### src/hdl/lrk_pkg.sv
// Shared constants, register indexes and pipeline payload types of the luma range keyer.
package lrk_pkg;

    localparam int PIXEL_BITS    = 16;
    localparam int FRACTION_BITS = 12;
    localparam int MASK_W        = FRACTION_BITS + 1;
    localparam int ALPHA_W       = 16;
    localparam int BANDS         = 3;

    localparam int STEPS      = 3;
    localparam int DIV_STAGES = (MASK_W + STEPS - 1) / STEPS;
    localparam int QUO_W      = DIV_STAGES * STEPS;
    localparam int LEAD       = QUO_W - MASK_W + 1;

    localparam int CFG_INDEX_W = 3;
    localparam int CFG_DATA_W  = PIXEL_BITS;

    localparam logic [MASK_W-1:0]     MASK_ONE    = MASK_W'(1) << FRACTION_BITS;
    localparam logic [PIXEL_BITS-1:0] BOUND_RESET = PIXEL_BITS'(1) << (FRACTION_BITS - 1);

    localparam int BAND_BRIGHT = 0;
    localparam int BAND_MID    = 1;
    localparam int BAND_DARK   = 2;

    typedef enum logic [CFG_INDEX_W-1:0] {
        REG_BRIGHT_HIGH = 3'd0,
        REG_BRIGHT_LOW  = 3'd1,
        REG_MID_HIGH    = 3'd2,
        REG_MID_LOW     = 3'd3,
        REG_DARK_HIGH   = 3'd4,
        REG_DARK_LOW    = 3'd5,
        REG_INVERT_RAMP = 3'd6
    } cfg_reg_t;

    typedef struct packed {
        logic [PIXEL_BITS-1:0] high;
        logic [PIXEL_BITS-1:0] low;
    } bounds_t;

    typedef struct packed {
        logic                  in_window;
        logic [PIXEL_BITS-1:0] rem;
        logic [PIXEL_BITS-1:0] divisor;
        logic [QUO_W-1:0]      quo;
        logic [STEPS-1:0]      feed;
    } band_t;

    typedef struct packed {
        band_t [BANDS-1:0]  band;
        logic [ALPHA_W-1:0] alpha;
    } pipe_t;

endpackage

### src/hdl/lrk_prep.sv
// Entry stage: window test, offset from the low bound and floored range for each band.
module lrk_prep
    import lrk_pkg::*;
(
    input  logic                  clk,
    input  logic                  rst_n,
    input  logic                  in_valid,
    output logic                  in_stall,
    input  logic [PIXEL_BITS-1:0] luma,
    input  logic [ALPHA_W-1:0]    alpha_in,
    input  bounds_t [BANDS-1:0]   bounds,
    output logic                  out_valid,
    input  logic                  out_stall,
    output pipe_t                 out_pipe
);

    logic  valid_reg;
    logic  valid_next;
    logic  advance;
    pipe_t pipe_reg;
    pipe_t pipe_next;

    assign advance   = !valid_reg || !out_stall;
    assign in_stall  = !advance;
    assign out_valid = valid_reg;
    assign out_pipe  = pipe_reg;

    always_comb
    begin
        logic [PIXEL_BITS-1:0] diff;
        logic [PIXEL_BITS-1:0] span;
        pipe_next       = pipe_reg;
        pipe_next.alpha = alpha_in;
        for (int b = 0; b < BANDS; b++)
        begin
            diff = luma - bounds[b].low;
            span = bounds[b].high - bounds[b].low;
            if (span == '0)
            begin
                span = PIXEL_BITS'(1);
            end
            pipe_next.band[b].in_window = (luma >= bounds[b].low) && (luma <= bounds[b].high);
            pipe_next.band[b].rem       = diff >> LEAD;
            pipe_next.band[b].divisor   = span;
            pipe_next.band[b].quo       = '0;
            pipe_next.band[b].feed      = STEPS'(diff[LEAD-1:0]) << (STEPS - LEAD);
        end
        valid_next = advance ? in_valid : valid_reg;
    end

    always_ff @(posedge clk or negedge rst_n)
    begin
        if (!rst_n)
        begin
            valid_reg <= 1'b0;
        end
        else
        begin
            valid_reg <= valid_next;
        end
    end

    always_ff @(posedge clk)
    begin
        if (advance && in_valid)
        begin
            pipe_reg <= pipe_next;
        end
    end

endmodule

### src/hdl/lrk_div_stage.sv
// One divider stage: three restoring quotient steps (STEPS) for all three bands.
module lrk_div_stage
    import lrk_pkg::*;
(
    input  logic  clk,
    input  logic  rst_n,
    input  logic  in_valid,
    output logic  in_stall,
    input  pipe_t in_pipe,
    output logic  out_valid,
    input  logic  out_stall,
    output pipe_t out_pipe
);

    logic  valid_reg;
    logic  valid_next;
    logic  advance;
    pipe_t pipe_reg;
    pipe_t pipe_next;

    assign advance   = !valid_reg || !out_stall;
    assign in_stall  = !advance;
    assign out_valid = valid_reg;
    assign out_pipe  = pipe_reg;

    always_comb
    begin
        logic [PIXEL_BITS:0] trial;
        logic [PIXEL_BITS:0] wide_div;
        logic                take;
        pipe_next = in_pipe;
        for (int b = 0; b < BANDS; b++)
        begin
            wide_div = {1'b0, in_pipe.band[b].divisor};
            for (int s = 0; s < STEPS; s++)
            begin
                trial = {pipe_next.band[b].rem, pipe_next.band[b].feed[STEPS-1]};
                take  = trial >= wide_div;
                if (take)
                begin
                    pipe_next.band[b].rem = PIXEL_BITS'(trial - wide_div);
                end
                else
                begin
                    pipe_next.band[b].rem = trial[PIXEL_BITS-1:0];
                end
                pipe_next.band[b].quo  = {pipe_next.band[b].quo[QUO_W-2:0], take};
                pipe_next.band[b].feed = {pipe_next.band[b].feed[STEPS-2:0], 1'b0};
            end
        end
        valid_next = advance ? in_valid : valid_reg;
    end

    always_ff @(posedge clk or negedge rst_n)
    begin
        if (!rst_n)
        begin
            valid_reg <= 1'b0;
        end
        else
        begin
            valid_reg <= valid_next;
        end
    end

    always_ff @(posedge clk)
    begin
        if (advance && in_valid)
        begin
            pipe_reg <= pipe_next;
        end
    end

endmodule

### src/hdl/lrk_out.sv
// Output stage: window gating, optional ramp inversion and the result register.
module lrk_out
    import lrk_pkg::*;
(
    input  logic                          clk,
    input  logic                          rst_n,
    input  logic                          in_valid,
    output logic                          in_stall,
    input  pipe_t                         in_pipe,
    input  logic                          invert,
    output logic                          out_valid,
    input  logic                          out_stall,
    output logic [BANDS-1:0][MASK_W-1:0]  masks,
    output logic [ALPHA_W-1:0]            alpha
);

    logic                         valid_reg;
    logic                         valid_next;
    logic                         advance;
    logic [BANDS-1:0][MASK_W-1:0] masks_reg;
    logic [BANDS-1:0][MASK_W-1:0] masks_next;
    logic [ALPHA_W-1:0]           alpha_reg;

    assign advance   = !valid_reg || !out_stall;
    assign in_stall  = !advance;
    assign out_valid = valid_reg;
    assign masks     = masks_reg;
    assign alpha     = alpha_reg;

    always_comb
    begin
        logic [MASK_W-1:0] factor;
        for (int b = 0; b < BANDS; b++)
        begin
            factor = in_pipe.band[b].quo[MASK_W-1:0];
            if (!in_pipe.band[b].in_window)
            begin
                masks_next[b] = '0;
            end
            else if (invert)
            begin
                masks_next[b] = MASK_ONE - factor;
            end
            else
            begin
                masks_next[b] = factor;
            end
        end
        valid_next = advance ? in_valid : valid_reg;
    end

    always_ff @(posedge clk or negedge rst_n)
    begin
        if (!rst_n)
        begin
            valid_reg <= 1'b0;
        end
        else
        begin
            valid_reg <= valid_next;
        end
    end

    always_ff @(posedge clk)
    begin
        if (advance && in_valid)
        begin
            masks_reg <= masks_next;
            alpha_reg <= in_pipe.alpha;
        end
    end

endmodule

### src/hdl/luma_range_mask_keyer.sv
// Top level of the three-band luma range keyer: configuration registers and pipeline.
//
//   Channel  Handshake               Payload
//   input    in_valid / in_stall     luma, alpha_in
//   output   out_valid / out_stall   bright_mask, mid_mask, dark_mask, alpha_out
//   config   cfg_write               cfg_index, cfg_data
//
// A transfer enters every cycle while in_stall is low; each result passes, in order, through
// one entry stage, five divider stages of three quotient steps each, and the output register.
// Reset clears the pipeline valid bits and loads the register reset values.
// A stall holds only the stages that are full, so bubbles close up and nothing is lost.
module luma_range_mask_keyer
    import lrk_pkg::*;
(
    input  logic                   clk,
    input  logic                   rst_n,
    input  logic                   in_valid,
    output logic                   in_stall,
    input  logic [PIXEL_BITS-1:0]  luma,
    input  logic [ALPHA_W-1:0]     alpha_in,
    output logic                   out_valid,
    input  logic                   out_stall,
    output logic [MASK_W-1:0]      bright_mask,
    output logic [MASK_W-1:0]      mid_mask,
    output logic [MASK_W-1:0]      dark_mask,
    output logic [ALPHA_W-1:0]     alpha_out,
    input  logic                   cfg_write,
    input  logic [CFG_INDEX_W-1:0] cfg_index,
    input  logic [CFG_DATA_W-1:0]  cfg_data
);

    bounds_t [BANDS-1:0]          bounds_reg;
    logic                         invert_reg;
    logic [BANDS-1:0][MASK_W-1:0] masks;

    pipe_t link_pipe  [DIV_STAGES+1];
    logic  link_valid [DIV_STAGES+1];
    logic  link_stall [DIV_STAGES+1];

    always_ff @(posedge clk or negedge rst_n)
    begin
        if (!rst_n)
        begin
            for (int b = 0; b < BANDS; b++)
            begin
                bounds_reg[b].high <= BOUND_RESET;
                bounds_reg[b].low  <= BOUND_RESET;
            end
            invert_reg <= 1'b0;
        end
        else if (cfg_write)
        begin
            case (cfg_index)
                REG_BRIGHT_HIGH: bounds_reg[BAND_BRIGHT].high <= cfg_data[PIXEL_BITS-1:0];
                REG_BRIGHT_LOW:  bounds_reg[BAND_BRIGHT].low  <= cfg_data[PIXEL_BITS-1:0];
                REG_MID_HIGH:    bounds_reg[BAND_MID].high    <= cfg_data[PIXEL_BITS-1:0];
                REG_MID_LOW:     bounds_reg[BAND_MID].low     <= cfg_data[PIXEL_BITS-1:0];
                REG_DARK_HIGH:   bounds_reg[BAND_DARK].high   <= cfg_data[PIXEL_BITS-1:0];
                REG_DARK_LOW:    bounds_reg[BAND_DARK].low    <= cfg_data[PIXEL_BITS-1:0];
                REG_INVERT_RAMP: invert_reg                   <= cfg_data[0];
                default:         invert_reg                   <= invert_reg;
            endcase
        end
    end

    lrk_prep u_prep
    (
        .clk       (clk),
        .rst_n     (rst_n),
        .in_valid  (in_valid),
        .in_stall  (in_stall),
        .luma      (luma),
        .alpha_in  (alpha_in),
        .bounds    (bounds_reg),
        .out_valid (link_valid[0]),
        .out_stall (link_stall[0]),
        .out_pipe  (link_pipe[0])
    );

    for (genvar i = 0; i < DIV_STAGES; i++)
    begin : g_div
        lrk_div_stage u_div
        (
            .clk       (clk),
            .rst_n     (rst_n),
            .in_valid  (link_valid[i]),
            .in_stall  (link_stall[i]),
            .in_pipe   (link_pipe[i]),
            .out_valid (link_valid[i+1]),
            .out_stall (link_stall[i+1]),
            .out_pipe  (link_pipe[i+1])
        );
    end

    lrk_out u_out
    (
        .clk       (clk),
        .rst_n     (rst_n),
        .in_valid  (link_valid[DIV_STAGES]),
        .in_stall  (link_stall[DIV_STAGES]),
        .in_pipe   (link_pipe[DIV_STAGES]),
        .invert    (invert_reg),
        .out_valid (out_valid),
        .out_stall (out_stall),
        .masks     (masks),
        .alpha     (alpha_out)
    );

    assign bright_mask = masks[BAND_BRIGHT];
    assign mid_mask    = masks[BAND_MID];
    assign dark_mask   = masks[BAND_DARK];

endmodule
### config.mk
export PLATFORM = sky130hd
export DESIGN_NAME = luma_range_mask_keyer
export DESIGN_NICKNAME = d
export VERILOG_FILES = /design/src/hdl/lrk_pkg.sv /design/src/hdl/lrk_prep.sv /design/src/hdl/lrk_div_stage.sv /design/src/hdl/lrk_out.sv /design/src/hdl/luma_range_mask_keyer.sv
export SDC_FILE = /design/constraint.sdc
export NUM_CORES = 2
export LEC_CHECK = 0
export BUFFER_PORTS_ARGS = -buffer_cell sky130_fd_sc_hd__buf_2
export CAP_MARGIN = 20
export CORE_UTILIZATION = 59
export CTS_BUF_LIST = sky130_fd_sc_hd__clkbuf_16
export CTS_CLUSTER_SIZE = 16
export DETAILED_ROUTE_END_ITERATION = 16
export GPL_ROUTABILITY_DRIVEN = 0
export PLACE_DENSITY = 0.89
export RECOVER_POWER = 50
export SLEW_MARGIN = 40
export SYNTH_ARGS = -nofsm -noshare
export SYNTH_HDL_FRONTEND = slang
export SYNTH_SLANG_ARGS = --single-unit
### constraint.sdc
create_clock -name clk -period 8.25 [get_ports clk]
set_input_delay 0 -clock clk [delete_from_list [all_inputs] [get_ports clk]]
set_output_delay 0 -clock clk [all_outputs]
set_load 0.05 [all_outputs]
* After elaboration in Yosys (flattened, before gate mapping)
Cells that the tools add are included.
** Cells by class
- $add $sub $neg :: 51
- $mul :: 0
- Divide/modulo/power cells :: 0
- Magnitude comparators :: 51
- Eq/ne operators :: 6
- Shift operators :: 0
- Mux-type cells :: 45
- Bitwise gates (word level) :: 0
- Reductions and logical operators :: 37
** Operators by type and width (count)
- subtractor 16 bit :: 45
- >= comparator 17 x 16 -> 1 bit :: 42
- two-way mux 16 bit :: 42
- >= comparator 14 x 16 -> 1 bit :: 3
- >= comparator 16 bit :: 3
- less-or-equal comparator 16 bit :: 3
- zero test 16 bit :: 3
- subtractor 14 x 16 -> 16 bit :: 3
- two-way mux 13 bit :: 3
- subtractor 13 bit (first input constant) :: 3
- AND reduction 2 bit :: 7
- logical AND 1 bit :: 10
- == test 3 bit (second input constant) :: 3
- zero test 1 bit :: 9
- logical OR 1 bit :: 7
- == test 3 x 2 -> 1 bit (second input constant) :: 2
- == test 3 x 1 -> 1 bit (second input constant) :: 1
- zero test 3 bit :: 1
** Storage, ports and cells
- Bits in registers :: 858
- Bits in latches :: 0
- Memory bits (writable) :: 0
- Memory bits (read-only) :: 0
- Input bits :: 56
- Output and inout port bits :: 57
- Logic and storage cells :: 289
- Memories kept :: 0

* Logic depth before layout (Yosys ltp)
- Word-level depth :: 9
- Gate-level depth with buffers :: 38
- Mapped depth without buffers :: 35

* Cells and area by module
A second synthesis with hierarchy kept.
** Unflattened totals
- Cells, all modules :: 8040
- Area total of the unflattened synthesis :: 83244.8 sq um
** By module, submodules not included
- lrk_div_stage (g_div[1].u_div ...) :: instances 3, cells each 1333, area each 13543.0 sq um, sequential area each 4829.6 sq um
- lrk_div_stage (g_div[0].u_div) :: instances 1, cells each 1333, area each 13427.9 sq um, sequential area each 4829.6 sq um
- lrk_div_stage (g_div[2].u_div) :: instances 1, cells each 1256, area each 12944.9 sq um, sequential area each 4829.6 sq um
- lrk_prep :: instances 1, cells each 975, area each 9506.6 sq um, sequential area each 3478.3 sq um
- luma_range_mask_keyer :: instances 1, cells each 211, area each 3734.8 sq um, sequential area each 2434.8 sq um
- lrk_out :: instances 1, cells each 266, area each 3001.6 sq um, sequential area each 1676.6 sq um

* Least setup slack after synthesis
No wires, ideal clock.
- Path kind :: reg-to-reg
- Start point :: register u_prep.pipe_reg (netlist bit u_prep.out_pipe[69])
- End point :: register g_div[0].u_div.pipe_reg (netlist bit g_div[0].u_div.out_pipe[109]), data pin
- Data arrival time :: 7.867 ns
- Data required time :: 7.990 ns
- Slack :: 0.123 ns
- Cell stages (with the launch flop) :: 38
- Buffers on the path :: 3
- Cell sequence :: edfxtp_1 inv_1 ha_1 inv_1 fa_1 a21o_1 a21oi_1 o221ai_1 a21oi_1 a21boi_0 o211ai_1 clkbuf_1 nor2_1 a21oi_1 inv_1 ha_1 nor2b_1 o21a_1 [2 not listed] nor2_1 a21o_1 a211oi_2 nor2_1 buf_2 mux2i_1 ha_1 nor2b_1 o21ai_0 a21boi_0 o21ai_0 a21o_1 a31o_2 o21ai_0 a211oi_1 a21boi_2 buf_2 mux2_2
** RTL lines
- start: declaration :: RTL line lrk_prep.sv:20 : pipe_t pipe_reg;
- start signal: assignment :: RTL line lrk_prep.sv:67 : pipe_reg <= pipe_next;
- end signal: assignment :: RTL line lrk_div_stage.sv:70 : pipe_reg <= pipe_next;
- end: declaration :: RTL line lrk_div_stage.sv:18 : pipe_t pipe_reg;

==> metrics.md <==
| Metric | Value |
|---|---|
| Yosys cell types | about 110 |
| Crit path launch | g_div[1].u_div.out_pipe[137] |
| Hold_ws | about 0.03 ns |
| Most frequent cell after synthesis | ha_1 |
| Syn_area_per_cell | between 9 and 10 µm² |
| Hold_sp | alpha_in[8] |
| Critical path depth | 30 |
| GR Overflow Total | 0 |
| Max reg flops | 584 |
| Dpl cell area | 74,200 µm² |
| Status | complete, but fails checks |
| Drt total wl | a little under 200,000 µm |
| Synth area leaders | edfxtp_1 32%, ha_1 15%, mux2_2 5.7% |
| CP most frequent cell | ha_1 |
| First-pass DRT Iterations | 9 |
| Starting Density | between 50% and 60% |
| Vias | 60,600 |
| Startpoint Class | flop |
| Hold Crit Class | input pin to flop |
| Final period utilization | 97.0% |
| Largest family of logic cells by synthesized area | compound AO/OA/AOI/OAI gates |
| Synth Area in XOR/XNOR | just over 7% |
| Final nets | 8,574 |
| Max H-tree Level | 3 |
| Clk sinks | approximately 860 |
| Compound-Gate Fraction of Synth Area | a little under a fifth |
| Place WS | -0.167 ns |
| Die height | between 300 and 400 µm |
| Final core occ | about two thirds |
| Hold Vio Cnt, Final | 0 |
| Post-synthesis mux area share | between 6 and 7% |
| Antenna violations before repair | 3 |
| CP arrival | around 8.5 ns |
| GRT Total Usage | about 30% |
| Die width | between 300 and 400 µm |
| Max Cap Viol | 8 |
| Mapped Area | 71,500 µm² |
| Num CTS Buffers | 94 |
| Top cell type's share of synthesized area | 31.7% |
| Slew margin rel. | -167% |
| Tmin final | around 8.0 ns |
| WS Path Type | flop to flop |
| Ys Warns | 0 |
| Register area share after synthesis | a little over a third |
| Vias in the first global route | between 60,000 and 70,000 |
| DRC violations left | 0 |
| Area of the core | between 100,000 and 150,000 µm² |
| Post-route cell area | 78,200 µm² |
| FMAX | roughly 120 MHz |
| #FFs+latches synth | 858 |
| DRT iter0 DRCs | 6,046 |
| FILL cells | 8,518 |
| Critical path's largest stage delay | 0.58 ns |
| DR vias/cell | about 6.5 |
| Final setup viols | 0 |
| Simple logic cell fraction of the synthesized area | a little over an eighth |
| Routed len/inst | ~21 µm |
| Port bufs | 112 |
| Synthesized Nets | 8,327 |
| Crit Path Max Fanout | 28 |
| Asr flop ratio synth | between 10% and 20% |
| Row count | 127 |
| Adder-cell share of the synthesized area | 15.4% |
| Crit path buffers/inverters | 3 |
| Die footprint | around 120,000 µm² |
| Clock Latency Late Sink | around 0.72 ns |
| Synth cell count leaders | 834 x ha_1, 754 x edfxtp_1, 579 x a21oi_1 |
| Crit-path slowest cell | or4_1 |
| Layout cell share with drive strength beyond 1 | approximately a tenth |
| Yosys top cell by area | edfxtp_1 |
| Largest net degree at the start of global routing | 81 |
| CTS tree | yes |
| Crit-path leading delay family | compound AO/OA/AOI/OAI gates |
| PnR worst setup slack | about 0.25 ns |
| R2R cell count | 30 |
| CTS root buf | clkbuf_16 |
| CP Capture Type | flop |
| Area growth from synthesis to layout | 9.45% |
| Final slew viol count | ~370 |
| Global-route wire length before repair | 304,000 µm |
| Hold depth | 2 |
| EDFF count, synth | ~750 |
| Worst-Margin Slew | ~4.0 ns |
| CP required | a little under 9 ns |
| Ports | around 110 |
| ANT nets after route | 0 |
| Ys flop type | edfxtp_1 |
| Skew final | between 0.04 and 0.05 ns |
| Clk slew on worst S/H paths | 0.06 ns |
| Max clock buf depth | 3 |
| Mapped Cells | 7,410 |
| Worst R2R Start | g_div[1].u_div.out_pipe[137] |
| Detailed placer's ending HPWL | ~140,000 µm |
| Violated checks | capacitance limit, slew limit |
metrics by stage:
step / setup TNS, ns / cells
floorplan: 0 / 7410
global placement: 0 / 9082
detailed placement: -3.26 / 9085
CTS: 0 / 9318
global route: -2.75 / 9348
finish: 0 / 9349
final timing paths:
path	end	slack, ns
worst max register to register	g_div[2].u_div.out_pipe[153]	0.25
worst min register to register	g_div[3].u_div.out_pipe[66]	0.41
min in group asynchronous	bounds_reg[43]	0.62
worst min-delay path	u_prep.out_pipe[8]	0.03
max in group asynchronous	bounds_reg[67]	4.73
worst max-delay path	g_div[2].u_div.out_pipe[153]	0.25
kinds of logic after synthesis:
logic type	count (synthesis)
AND/OR/NAND/NOR	1932
buffers and inverters	695
adder cells (fa/ha/maj)	861
XOR/XNOR	587
AO/OA/AOI/OAI	2046
flip-flops	858
multiplexers	431
worst reg2reg max path, delay by kind of cell (launching register included):
family | cells | cell delay [ns]
AO/OA/AOI/OAI | 16 | 3.25
adder cells (fa/ha/maj) | 3 | 0.97
buffers and inverters | 3 | 0.53
flip-flops | 1 | 0.46
multiplexers | 1 | 0.39
AND/OR/NAND/NOR | 7 | 2.13
what timing repair did:
item	in CTS	in global routing
buffers inserted	0	25
gates resized for setup	10	78
endpoints found under the setup margin	79	189
gates cloned	0	3
hold buffers	60	0
endpoints found under the hold margin	223	0
pin swaps	1	19
cells in the final DEF (no fill, tap or decap), types with 55 or more instances in the layout:
cell,n
buf_4,73
dlygate4sd3_1,59
o21bai_1,96
clkbuf_16,95
nand2_1,507
clkbuf_1,74
a21oi_1,569
a21o_1,256
edfxtp_1,754
and3_1,67
o21a_1,127
nand2b_1,90
o21ai_0,461
ha_1,834
mux2_2,357
xor2_1,182
nor2_1,517
inv_1,577
nor2b_1,105
a211oi_1,55
nand3_1,120
nor3_1,135
xnor2_1,405
nand4_1,106
dfrtp_1,98
metal layers:
layer,wire (µm),track usage [%],vias up
met5,14,0,-
met1,74200,36.5,28600
met4,11600,17.1,2
met3,16000,5.14,943
met2,91200,52.0,3174
li1,-,-,27900
layout make-up:
| type | instances | area (µm²) | area share [%] |
|---|---|---|---|
| multi-input combinational | 5860 | 43900 | 56.1 |
| sequential | 858 | 25300 | 32.3 |
| clock buffer | 95 | 2380 | 3.04 |
| inverter | 573 | 2160 | 2.77 |
| tap | 1612 | 2020 | 2.58 |
| timing repair buffer | 270 | 1850 | 2.37 |
| clock inverter | 78 | 676 | 0.864 |
| antenna | 3 | 7.51 | 0.00960 |
Power is left out: the tool's default activity adds up to more than one toggle a clock period on the data nets, which glitch-free logic cannot reach.
